[config.mk]
export PLATFORM = sky130hd
export DESIGN_NAME = ata_isqrt
export DESIGN_NICKNAME = d
export VERILOG_FILES = /design/src/rtl/core/ata_isqrt.sv
export SDC_FILE = /design/constraint.sdc
export NUM_CORES = 2
export LEC_CHECK = 0
export BUFFER_PORTS_ARGS = -buffer_cell sky130_fd_sc_hd__buf_2
export CORE_UTILIZATION = 45
export DETAILED_ROUTE_END_ITERATION = 12
export PLACE_DENSITY = 0.57
export SLEW_MARGIN = 20
export SYNTH_ARGS = -nofsm -noshare
export SYNTH_HDL_FRONTEND = slang
export SYNTH_SLANG_ARGS = --single-unit
[constraint.sdc]
create_clock -name aclk -period 6.8 [get_ports aclk]
set_input_delay 1.36 -clock aclk [delete_from_list [all_inputs] [get_ports aclk]]
set_output_delay 1.36 -clock aclk [all_outputs]
set_load 0.05 [all_outputs]
[src/rtl/core/ata_isqrt.sv]
module ata_isqrt #(
    parameter int IN_W = 50,
    parameter int OUT_W = 25
) (
    input  logic             aclk,
    input  logic             en,
    input  logic [IN_W-1:0]  rad,
    output logic [OUT_W-1:0] root
);
    localparam int RW = 2 * OUT_W;

    logic [RW-1:0]    rem_reg   [OUT_W+1];
    logic [OUT_W-1:0] q_reg     [OUT_W+1];

    assign rem_reg[0] = RW'(rad);
    assign q_reg[0] = '0;

    genvar g;
    generate
        for (g = 0; g < OUT_W; g++) begin : g_stage
            localparam int B = OUT_W - 1 - g;
            logic [RW-1:0]    trial;
            logic [RW-1:0]    rem_next;
            logic [OUT_W-1:0] q_next;
            logic [RW-1:0]    rem_r;
            logic [OUT_W-1:0] q_r;
            always_comb begin
                trial = (RW'(q_reg[g]) << (B + 1)) + (RW'(1) << (2 * B));
                if (rem_reg[g] >= trial) begin
                    rem_next = rem_reg[g] - trial;
                    q_next = q_reg[g] | (OUT_W'(1) << B);
                end else begin
                    rem_next = rem_reg[g];
                    q_next = q_reg[g];
                end
            end
            always_ff @(posedge aclk) begin
                if (en) begin
                    rem_r <= rem_next;
                    q_r <= q_next;
                end
            end
            assign rem_reg[g+1] = rem_r;
            assign q_reg[g+1] = q_r;
        end
    endgenerate

    assign root = q_reg[OUT_W];
endmodule

==> reports/metrics.yaml <==
syn_area_per_cell_sq_um: 12.9
slew_headroom_pct: 25.1
switching_power_uw: 7330
syn_inst: 5549
finalHoldViolations: 0
routedWlPerCell_um: 19.7
final_cell_mix: "edfxtp_1, inv_1, nand2_1"
r2r_cells: 12
totalWireLength_um: 156000
fmax_ghz: 0.228
cpLargestDelayFamily: "compound AO/OA/AOI/OAI gates"
synthesis.nets: 5947
worst-path-buf-inv: 1
p_per_area_nw_per_um2: 326
p_clk_share_pct: 32.9
crit_type: "reg -> reg"
final_nets: 6134
period_minus_slack_ps: 4390
p_sw_share_pct: 28.1
finalClockSkew_ps: 59.9
diodes: 0
grt_overflow_total: 0
internal-power_uw: 18700
drc: 0
start_kind: "flop"
holdPathEnd: "g_stage[13].q_r[20]"
fin_tns_setup_ps: 0
htree_levels: 4
whs_ps: 439
crit_slowest_cell: "o21ai_0"
synth_cell_types: 92
r2r_setup_slack_ps: 2410
die_y_um: 401
p_leak_uw: 0.0298
ir_drop_uv: 264
ys_ff_latch: 1525
tritoncts: "done"
die_width_um: 401
p_seq_share_pct: 49.1
place.gp.congestion: 0.878
dr.pass1.iters: 6
crit_arrival_ps: 4910
stdcell_area_sq_um: 79900
place_area_sq_um: 74700
cts_setup_buffers: 0
crit_fanout: 45
die-area_sq_um: 161000
netlist_area_sq_um: 71600
via_per_inst: 5.43
crit_chain: "ha_1, nor2b_1, o21ai_1, a21boi_1, o21ai_0, o21ai_0, a311oi_4, buf_4, or4b_1, or2_1, o41ai_1, o21ai_0"
rsz0062_at_grt: "no"
antenna_found_initial: 2
fillers: 13600
critPathCaptureType: "flop"
reg2reg_to: "g_stage[20].rem_r[41]"
clk_pin_slew_ps: 60
vias: 43100
start_util_pct: 45.3
holdBufCountCts: 0
drt_iter0_drc: 3055
maxSlewViolCount: 0
grt_pass1_vias: 42700
power_uw: 26100
antenna_left: 0
cap_violations: 0
finalCritPeriodShare_pct: 64.6
synth.yosys.seq_area_share_pct: 63.9
clkSinkCount: 1525
drive_above_1_share_pct: 7.56
globalRouteTotalUtil_pct: 19.3
combinationalPowerShare_pct: 17.9
cp_data_required_time_ps: 7320
yosysWarnings: 0
r2r_start: "g_stage[19].rem_r[10]"
hp-start: "g_stage[12].q_r[20]"
io_buffers: 76
clk_latency_ps: 810
synth_edf_count: 1525
synthArstFlopShare_pct: 0
fp-row-count: 146
ios: 77
worstMarginPinSlew_ps: 1120
grt_pass1_wl_um: 243000
numCtsBuffers: 164
area_growth_pct: 11.6
final_common_cell: "edfxtp_1"
clock-root-buffer: "clkbuf_16"
cts_resized: 0
clockBufferDepth: 3
grt_max_degree: 206
crit_top_cell: "o21ai_0"
dp_hpwl_um: 115000
setup_viol: 0
min_path_type: "reg -> reg"
hold_depth: 0
critPathMaxStageDelay_ps: 620
status: "complete, no violations"
ys.flop_type: "edfxtp_1"
core_area_sq_um: 158000
==> state kept, by name, indices dropped and copies added, names as in the netlist <==
signal / count
root: 25
g_stage.rem_r: 1200
g_stage.q_r: 300
==> layer usage <==
metal	share of wire [%]	wire (um)	global-route usage (%)	vias to the layer above
li1	-	-	-	21100
met1	43	67000	24.6	20900
met2	51	78900	33.9	818
met3	4.0	6280	3.03	239
met4	2.4	3770	5.64	0
met5	0	0	0	-
==> synthesized netlist by cell type (22+ instances only) <==
library cell | instances | area, sq um
o21ai_0 | 294 | 1470
ha_1 | 346 | 4330
a21o_1 | 126 | 946
or2_2 | 22 | 138
inv_1 | 426 | 1600
edfxtp_1 | 1525 | 45800
clkbuf_1 | 77 | 289
a211oi_1 | 27 | 203
nor2_1 | 330 | 1240
nor4_1 | 201 | 1260
xnor2_1 | 269 | 2360
a31oi_1 | 28 | 175
nor3_1 | 145 | 726
or4_1 | 38 | 285
nand2_1 | 372 | 1400
nand2b_1 | 66 | 413
o31ai_1 | 24 | 180
xor2_1 | 253 | 2220
nand3_1 | 86 | 430
nand4_1 | 73 | 457
nor2b_1 | 45 | 282
o21a_1 | 66 | 495
a21oi_1 | 281 | 1410
o21bai_1 | 29 | 218
or3_1 | 60 | 375
mux2_2 | 40 | 450
==> through the flow <==
| stage | utilization [%] | cells | setup slack [ps] |
|---|---|---|---|
| global route | 50.5 | 7930 | 2140 |
| detailed placement | 47.2 | 7642 | 2370 |
| CTS | 50.5 | 7930 | 2350 |
| finish | 50.5 | 7930 | 2410 |
| global placement | 47.2 | 7642 | 1880 |
| floorplan | - | 5549 | 3360 |
==> power groups by stage <==
stage / Combinational, uW / Clock [uW] / Sequential, uW
finish: 4680 / 8580 / 12800
global route: 5230 / 9180 / 12900
CTS: 4690 / 8810 / 12800
detailed placement: 4660 / 0 / 13000
global placement: 4620 / 0 / 13000
floorplan: 3460 / 0 / 12600
==> worst reg2reg max path, stage by stage (launching register included) <==
cell	delay, ps
edfxtp_1	390
ha_1	360
nor2b_1	150
o21ai_1	80
a21boi_1	280
o21ai_0	220
o21ai_0	620
a311oi_4	180
buf_4	320
or4b_1	620
or2_1	380
o41ai_1	370
o21ai_0	150
==> cells by family (layout without fill, tap and decap cells) <==
family | after synthesis | after routing | share of synthesized area [%]
and+or+nand+nor | 1573 | 1573 | 11.3
DFF | 1525 | 1525 | 63.9
AOI/OAI and AO/OA | 1009 | 1009 | 8.73
xor gates and xnor gates | 522 | 522 | 6.38
buffers and inverters | 520 | 829 | 2.74
adders and majority gates | 346 | 346 | 6.04
muxes | 54 | 54 | 0.828
==> how the worst max path moves through the flow <==
stage	start	endpoint	slack, ps	cells past startpoint
global placement	g_stage[16].q_r[24]	g_stage[17].rem_r[43]	1880	13
finish	g_stage[19].rem_r[10]	g_stage[20].rem_r[41]	2410	12
global route	g_stage[19].rem_r[10]	g_stage[20].rem_r[41]	2140	12
CTS	g_stage[16].rem_r[32]	g_stage[17].rem_r[43]	2350	12
floorplan	g_stage[19].rem_r[19]	g_stage[20].rem_r[41]	3360	13
detailed placement	g_stage[16].rem_r[32]	g_stage[17].rem_r[43]	2370	12
==> layout make-up <==
cell class	instances	area (sq um)	area share, %
timing repair buffer	112	741	0.927
multi-input combinational	3504	24000	30.0
sequential	1525	45800	57.3
tap	2072	2590	3.24
inverter	429	1610	2.02
clock buffer	199	4240	5.30
clock inverter	89	955	1.19
No activity file was read; power rests on OpenSTA's default activity.
