## src/rtl/core/ata_pkg.sv

```systemverilog
package ata_pkg;

    localparam int TABLE_LEN = 24;
    localparam int ANG_FRAC = 16;
    localparam int TILT_W = 15;
    localparam int ACC_W = 32;
    localparam logic [ACC_W-1:0] QUARTER_TURN = 32'd589824000;

    typedef logic [ACC_W-1:0] atan_word_t;

    function automatic atan_word_t atan_entry(input logic [4:0] idx);
        atan_word_t r;
        r = '0;
        case (idx)
            5'd0:  r = 32'd294912000;
            5'd1:  r = 32'd174096719;
            5'd2:  r = 32'd91987925;
            5'd3:  r = 32'd46694507;
            5'd4:  r = 32'd23437865;
            5'd5:  r = 32'd11730358;
            5'd6:  r = 32'd5866610;
            5'd7:  r = 32'd2933484;
            5'd8:  r = 32'd1466764;
            5'd9:  r = 32'd733385;
            5'd10: r = 32'd366693;
            5'd11: r = 32'd183346;
            5'd12: r = 32'd91673;
            5'd13: r = 32'd45837;
            5'd14: r = 32'd22918;
            5'd15: r = 32'd11459;
            5'd16: r = 32'd5730;
            5'd17: r = 32'd2865;
            5'd18: r = 32'd1432;
            5'd19: r = 32'd716;
            5'd20: r = 32'd358;
            5'd21: r = 32'd179;
            5'd22: r = 32'd90;
            5'd23: r = 32'd45;
            default: r = '0;
        endcase
        return r;
    endfunction

endpackage

```

## src/rtl/core/ata_lane.sv

```systemverilog
module ata_lane #(
    parameter int MAG_W = 25,
    parameter int CORDIC_STEPS = 16
) (
    input  logic                     aclk,
    input  logic                     en,
    input  logic [MAG_W-1:0]         num_mag,
    input  logic [MAG_W-1:0]         den_mag,
    input  logic                     neg,
    output logic signed [ata_pkg::TILT_W-1:0] tilt,
    output logic                     degen
);
    import ata_pkg::*;

    localparam int STEPS = (CORDIC_STEPS < TABLE_LEN) ? CORDIC_STEPS : TABLE_LEN;
    localparam int VW = MAG_W + 3;
    localparam int AW = ACC_W + 2;

    logic signed [VW-1:0] xs [STEPS+1];
    logic signed [VW-1:0] ys [STEPS+1];
    logic signed [AW-1:0] as_ [STEPS+1];
    logic                 nz [STEPS+1];
    logic                 dz [STEPS+1];
    logic                 ng [STEPS+1];

    assign xs[0] = VW'(den_mag);
    assign ys[0] = VW'(num_mag);
    assign as_[0] = '0;
    assign nz[0] = (num_mag == '0);
    assign dz[0] = (den_mag == '0);
    assign ng[0] = neg;

    genvar g;
    generate
        for (g = 0; g < STEPS; g++) begin : g_step
            logic signed [VW-1:0] x_reg, y_reg;
            logic signed [AW-1:0] a_reg;
            logic nz_reg, dz_reg, ng_reg;
            logic signed [AW-1:0] t;
            assign t = AW'(atan_entry(5'(g)));
            always_ff @(posedge aclk) begin
                if (en) begin
                    if (ys[g] > 0) begin
                        x_reg <= xs[g] + (ys[g] >>> g);
                        y_reg <= ys[g] - (xs[g] >>> g);
                        a_reg <= as_[g] + t;
                    end else begin
                        x_reg <= xs[g] - (ys[g] >>> g);
                        y_reg <= ys[g] + (xs[g] >>> g);
                        a_reg <= as_[g] - t;
                    end
                    nz_reg <= nz[g];
                    dz_reg <= dz[g];
                    ng_reg <= ng[g];
                end
            end
            assign xs[g+1] = x_reg;
            assign ys[g+1] = y_reg;
            assign as_[g+1] = a_reg;
            assign nz[g+1] = nz_reg;
            assign dz[g+1] = dz_reg;
            assign ng[g+1] = ng_reg;
        end
    endgenerate

    logic signed [AW-1:0] clamped;
    logic [AW-1:0]        rnd;
    logic [TILT_W-1:0]    mag;

    always_comb begin
        clamped = as_[STEPS];
        if (clamped < 0) clamped = '0;
        if (clamped > $signed(AW'(QUARTER_TURN))) clamped = AW'(QUARTER_TURN);
        rnd = (AW'(clamped) + (AW'(1) << (ANG_FRAC - 1))) >> ANG_FRAC;
        if (nz[STEPS]) mag = '0;
        else if (dz[STEPS]) mag = TILT_W'(9000);
        else mag = rnd[TILT_W-1:0];
        tilt = ng[STEPS] ? -$signed(mag) : $signed(mag);
        degen = dz[STEPS];
    end
endmodule

```

## config.mk

```make
export PLATFORM = sky130hd
export DESIGN_NAME = ata_lane
export DESIGN_NICKNAME = d
export VERILOG_FILES = /design/src/rtl/core/ata_pkg.sv /design/src/rtl/core/ata_lane.sv
export SDC_FILE = /design/constraint.sdc
export NUM_CORES = 2
export LEC_CHECK = 0
export BUFFER_PORTS_ARGS = -buffer_cell sky130_fd_sc_hd__buf_2
export CORE_MARGIN = 2
export CORE_UTILIZATION = 50
export CTS_CLUSTER_DIAMETER = 120
export DETAILED_ROUTE_END_ITERATION = 10
export PLACE_DENSITY = 0.65
export SETUP_SLACK_MARGIN = 0.3
export SKIP_CTS_REPAIR_TIMING = 1
export SYNTH_ARGS = -nofsm -noshare
export SYNTH_HDL_FRONTEND = slang
export SYNTH_SLANG_ARGS = --single-unit
```

## constraint.sdc

```tcl
create_clock -name aclk -period 8.98 [get_ports aclk]
set_clock_uncertainty 0.05 [all_clocks]
set_input_delay 1.796 -clock aclk [delete_from_list [all_inputs] [get_ports aclk]]
set_output_delay 1.796 -clock aclk [all_outputs]
set_load 0.05 [all_outputs]
```

==> flow_summary.toml <==
[cts]
clock-sinks = 1309
cts_tree = "built"
insertion_delay_ns = 0.81
cts_max_path_buffers = 3
cts_buffers = 154
root_buffer = "clkbuf_16"
cts_max_level = 4
path_clk_slew_ns = 0.06

[logic_synthesis]
avgSynthCellArea_sq_um = 9.67
yosysSeqAreaShare = 0.358
synth_area_sq_mm = 0.110
async_flop_share = 0
synthDistinctLibCells = 105
yosys_warnings = 0
syn_inst = 11300
synth-edff-count = 1309
ys_seq_elements = 1309
synth_fp_nets = 12700
synth_ff_type = "edfxtp_1"

[sta]
hold-worst-slack_ns = 0.367
finalSetupTns_ns = 0
rsz0062_at_grt = "no"
slew_viol_final = 0
finalCriticalPeriod_ns = 7.18
max_slew_margin = 0.217
hold_viol_final = 0
tightest_slew_ns = 1.16
fmax_ghz = 0.139
timing.final.crit_share = 0.800
setup_viol = 0

[placement]
gp_congestion = 0.939
dpl.hpwl_um = 227000
port_buffers = 68

[cells_and_area]
largest_register_ffs = 467
nets = 12800
num-fill-cells = 19300
layout-drive-gt1-share = 0.0448
fin_util = 0.545
area_delta_synth_final_pct = 8.10
seqCellArea_sq_mm = 0.0393
multiInputGateArea_sq_mm = 0.0681

[grt]
grt_pass1_wl_um = 453000
grt_max_degree = 193
grt_pass1_vias = 83500
grt-ovfl-total = 0
track_usage = 0.250
antenna_found_initial = 5

[detailed_routing]
drtPass1Iterations = 9
route.vias.total = 86800
avgRoutedWirePerCell_um = 19.9
antenna_left = 0
drt_first_iter_violations = 6907
viasPerCell = 6.01
route.detailed.drc = 0
routed_wl_um = 287000

[floorplanning]
dieArea_sq_mm = 0.223
io_pins = 69
start_util = 0.504
die_w_um = 472
core-area_sq_mm = 0.218
die_h_um = 472
rows = 171

[setup_path]
worstSetupEndpointType = "primary output"
critical_path_class = "reg2out"
worst-path-max-fanout = 7
cp-start-kind = "register"
worstPathRequired_ns = 7.13
cp.arrival_ns = 5.33

[outcome]
status = "completed"

[flow_run]
maxCapViolCount = 0

[hold_path]
hold_path.class = "reg2reg"
-- path summary, 6_finish.rpt --
kind | slack [ns] | cells after the start | from | to
max | 1.80 | 17 | g_step[15].a_reg[20]$_DFFE_PP_ | tilt[13]
min | 0.37 | 0 | g_step[10].dz_reg$_DFFE_PP_ | g_step[11].dz_reg$_DFFE_PP_
max reg2reg | 2.15 | 19 | g_step[3].y_reg[10]$_DFFE_PP_ | g_step[4].x_reg[26]$_DFFE_PP_
min reg2reg | 0.37 | 0 | g_step[10].dz_reg$_DFFE_PP_ | g_step[11].dz_reg$_DFFE_PP_
-- cell usage in the layout (no fill, tap or decap), types with 69 or more instances in the layout --
cell,instances
a21oi_1,1025
o31ai_1,153
or3_1,113
a31oi_1,106
nor3_1,255
nor2b_1,135
a21o_1,547
and3_1,115
nand3_1,225
nand4_1,73
edfxtp_1,1309
o21a_1,177
ha_1,1274
nand2b_1,123
nor2_1,898
clkbuf_16,159
xnor2_1,1047
nand2_1,651
a211oi_1,135
nor4_1,114
o21bai_1,171
o21ai_0,654
xor2_1,539
inv_1,463
or2_2,69
-- critical path, cell delays in order, from the launching register on --
cell and delay [ns]:
edfxtp_1 0.47, o21ai_0 0.19, a21oi_1 0.11, o41a_1 0.33, nor3_1 0.50, and2_1 0.22
ha_1 0.24, and3_1 0.23, and4_1 0.31, or2_2 0.14, a31oi_1 0.10, o31ai_1 0.40
o2111ai_1 0.19, nand2b_1 0.19, or2_2 0.30, o21ai_0 0.21, xnor2_1 0.14, buf_2 0.28
-- synthesized netlist by cell type, drive strengths merged (19+ instances only) --
cell type | instances | area (sq um)
edfxtp | 1309 | 39300
ha | 1274 | 15900
xnor2 | 1047 | 9170
a21oi | 1027 | 5140
nor2 | 903 | 3410
o21ai | 659 | 3300
nand2 | 651 | 2440
a21o | 547 | 4110
xor2 | 539 | 4720
inv | 469 | 1760
nor3 | 257 | 1300
nand3 | 227 | 1150
o21a | 177 | 1330
o21bai | 172 | 1290
o31ai | 153 | 1150
a211oi | 136 | 1030
nor2b | 136 | 851
nand2b | 125 | 785
clkbuf | 118 | 445
nor4 | 117 | 768
and3 | 115 | 719
or3 | 113 | 707
a31oi | 109 | 682
nand4 | 73 | 457
or2 | 71 | 444
and2 | 68 | 428
o211ai | 57 | 428
or4 | 53 | 409
o41ai | 49 | 444
fa | 40 | 801
a21boi | 38 | 285
a211o | 35 | 307
a31o | 33 | 289
nor3b | 32 | 250
buf | 29 | 168
nand3b | 27 | 203
and4 | 26 | 230
o2111ai | 24 | 210
mux2i | 22 | 220
a221oi | 20 | 181
o31a | 20 | 175
a2111oi | 19 | 169
-- cells by family after synthesis --
family | Yosys count | synth area share
AO/OA/AOI/OAI | 3451 | 0.202
AND/OR/NAND/NOR | 3029 | 0.135
buffers and inverters | 622 | 0.0219
flip-flops | 1309 | 0.358
XOR/XNOR | 1586 | 0.127
adder cells (fa/ha/maj) | 1314 | 0.153
multiplexers | 36 | 0.00344
-- final cells by class --
cell class | instances | share of cell area
well taps | 2854 | 0.0301
diodes | 2 | 0.0000422
clock buffers | 178 | 0.0341
repair buffers | 110 | 0.00639
multi-input cells | 9416 | 0.574
inverters | 475 | 0.0151
flip-flops and latches | 1309 | 0.331
clock inverters | 100 | 0.00874
-- routing by layer --
layer / global-route usage / up-vias / share of wire / routed length, um
met5: 0 / - / 0.000094 / 27
li1: - / 42700 / - / -
met2: 0.428 / 2112 / 0.48 / 137000
met4: 0.0772 / 4 / 0.030 / 8520
met1: 0.331 / 41500 / 0.45 / 129000
met3: 0.0285 / 443 / 0.045 / 13000
-- metrics by stage --
| step | std cells | setup WS (ns) | cell area, sq um |
|---|---|---|---|
| after global routing | 14400 | 1.22 | 119000 |
| after detailed placement | 14200 | 2.33 | 114000 |
| after floorplan | 11300 | 3.01 | 110000 |
| final | 14400 | 1.80 | 119000 |
| after global placement | 14200 | 2.38 | 114000 |
| after CTS | 14400 | 1.71 | 119000 |
Power is not shown: default switching activity piles up to over one toggle a cycle in this logic, so the estimate is an artifact.
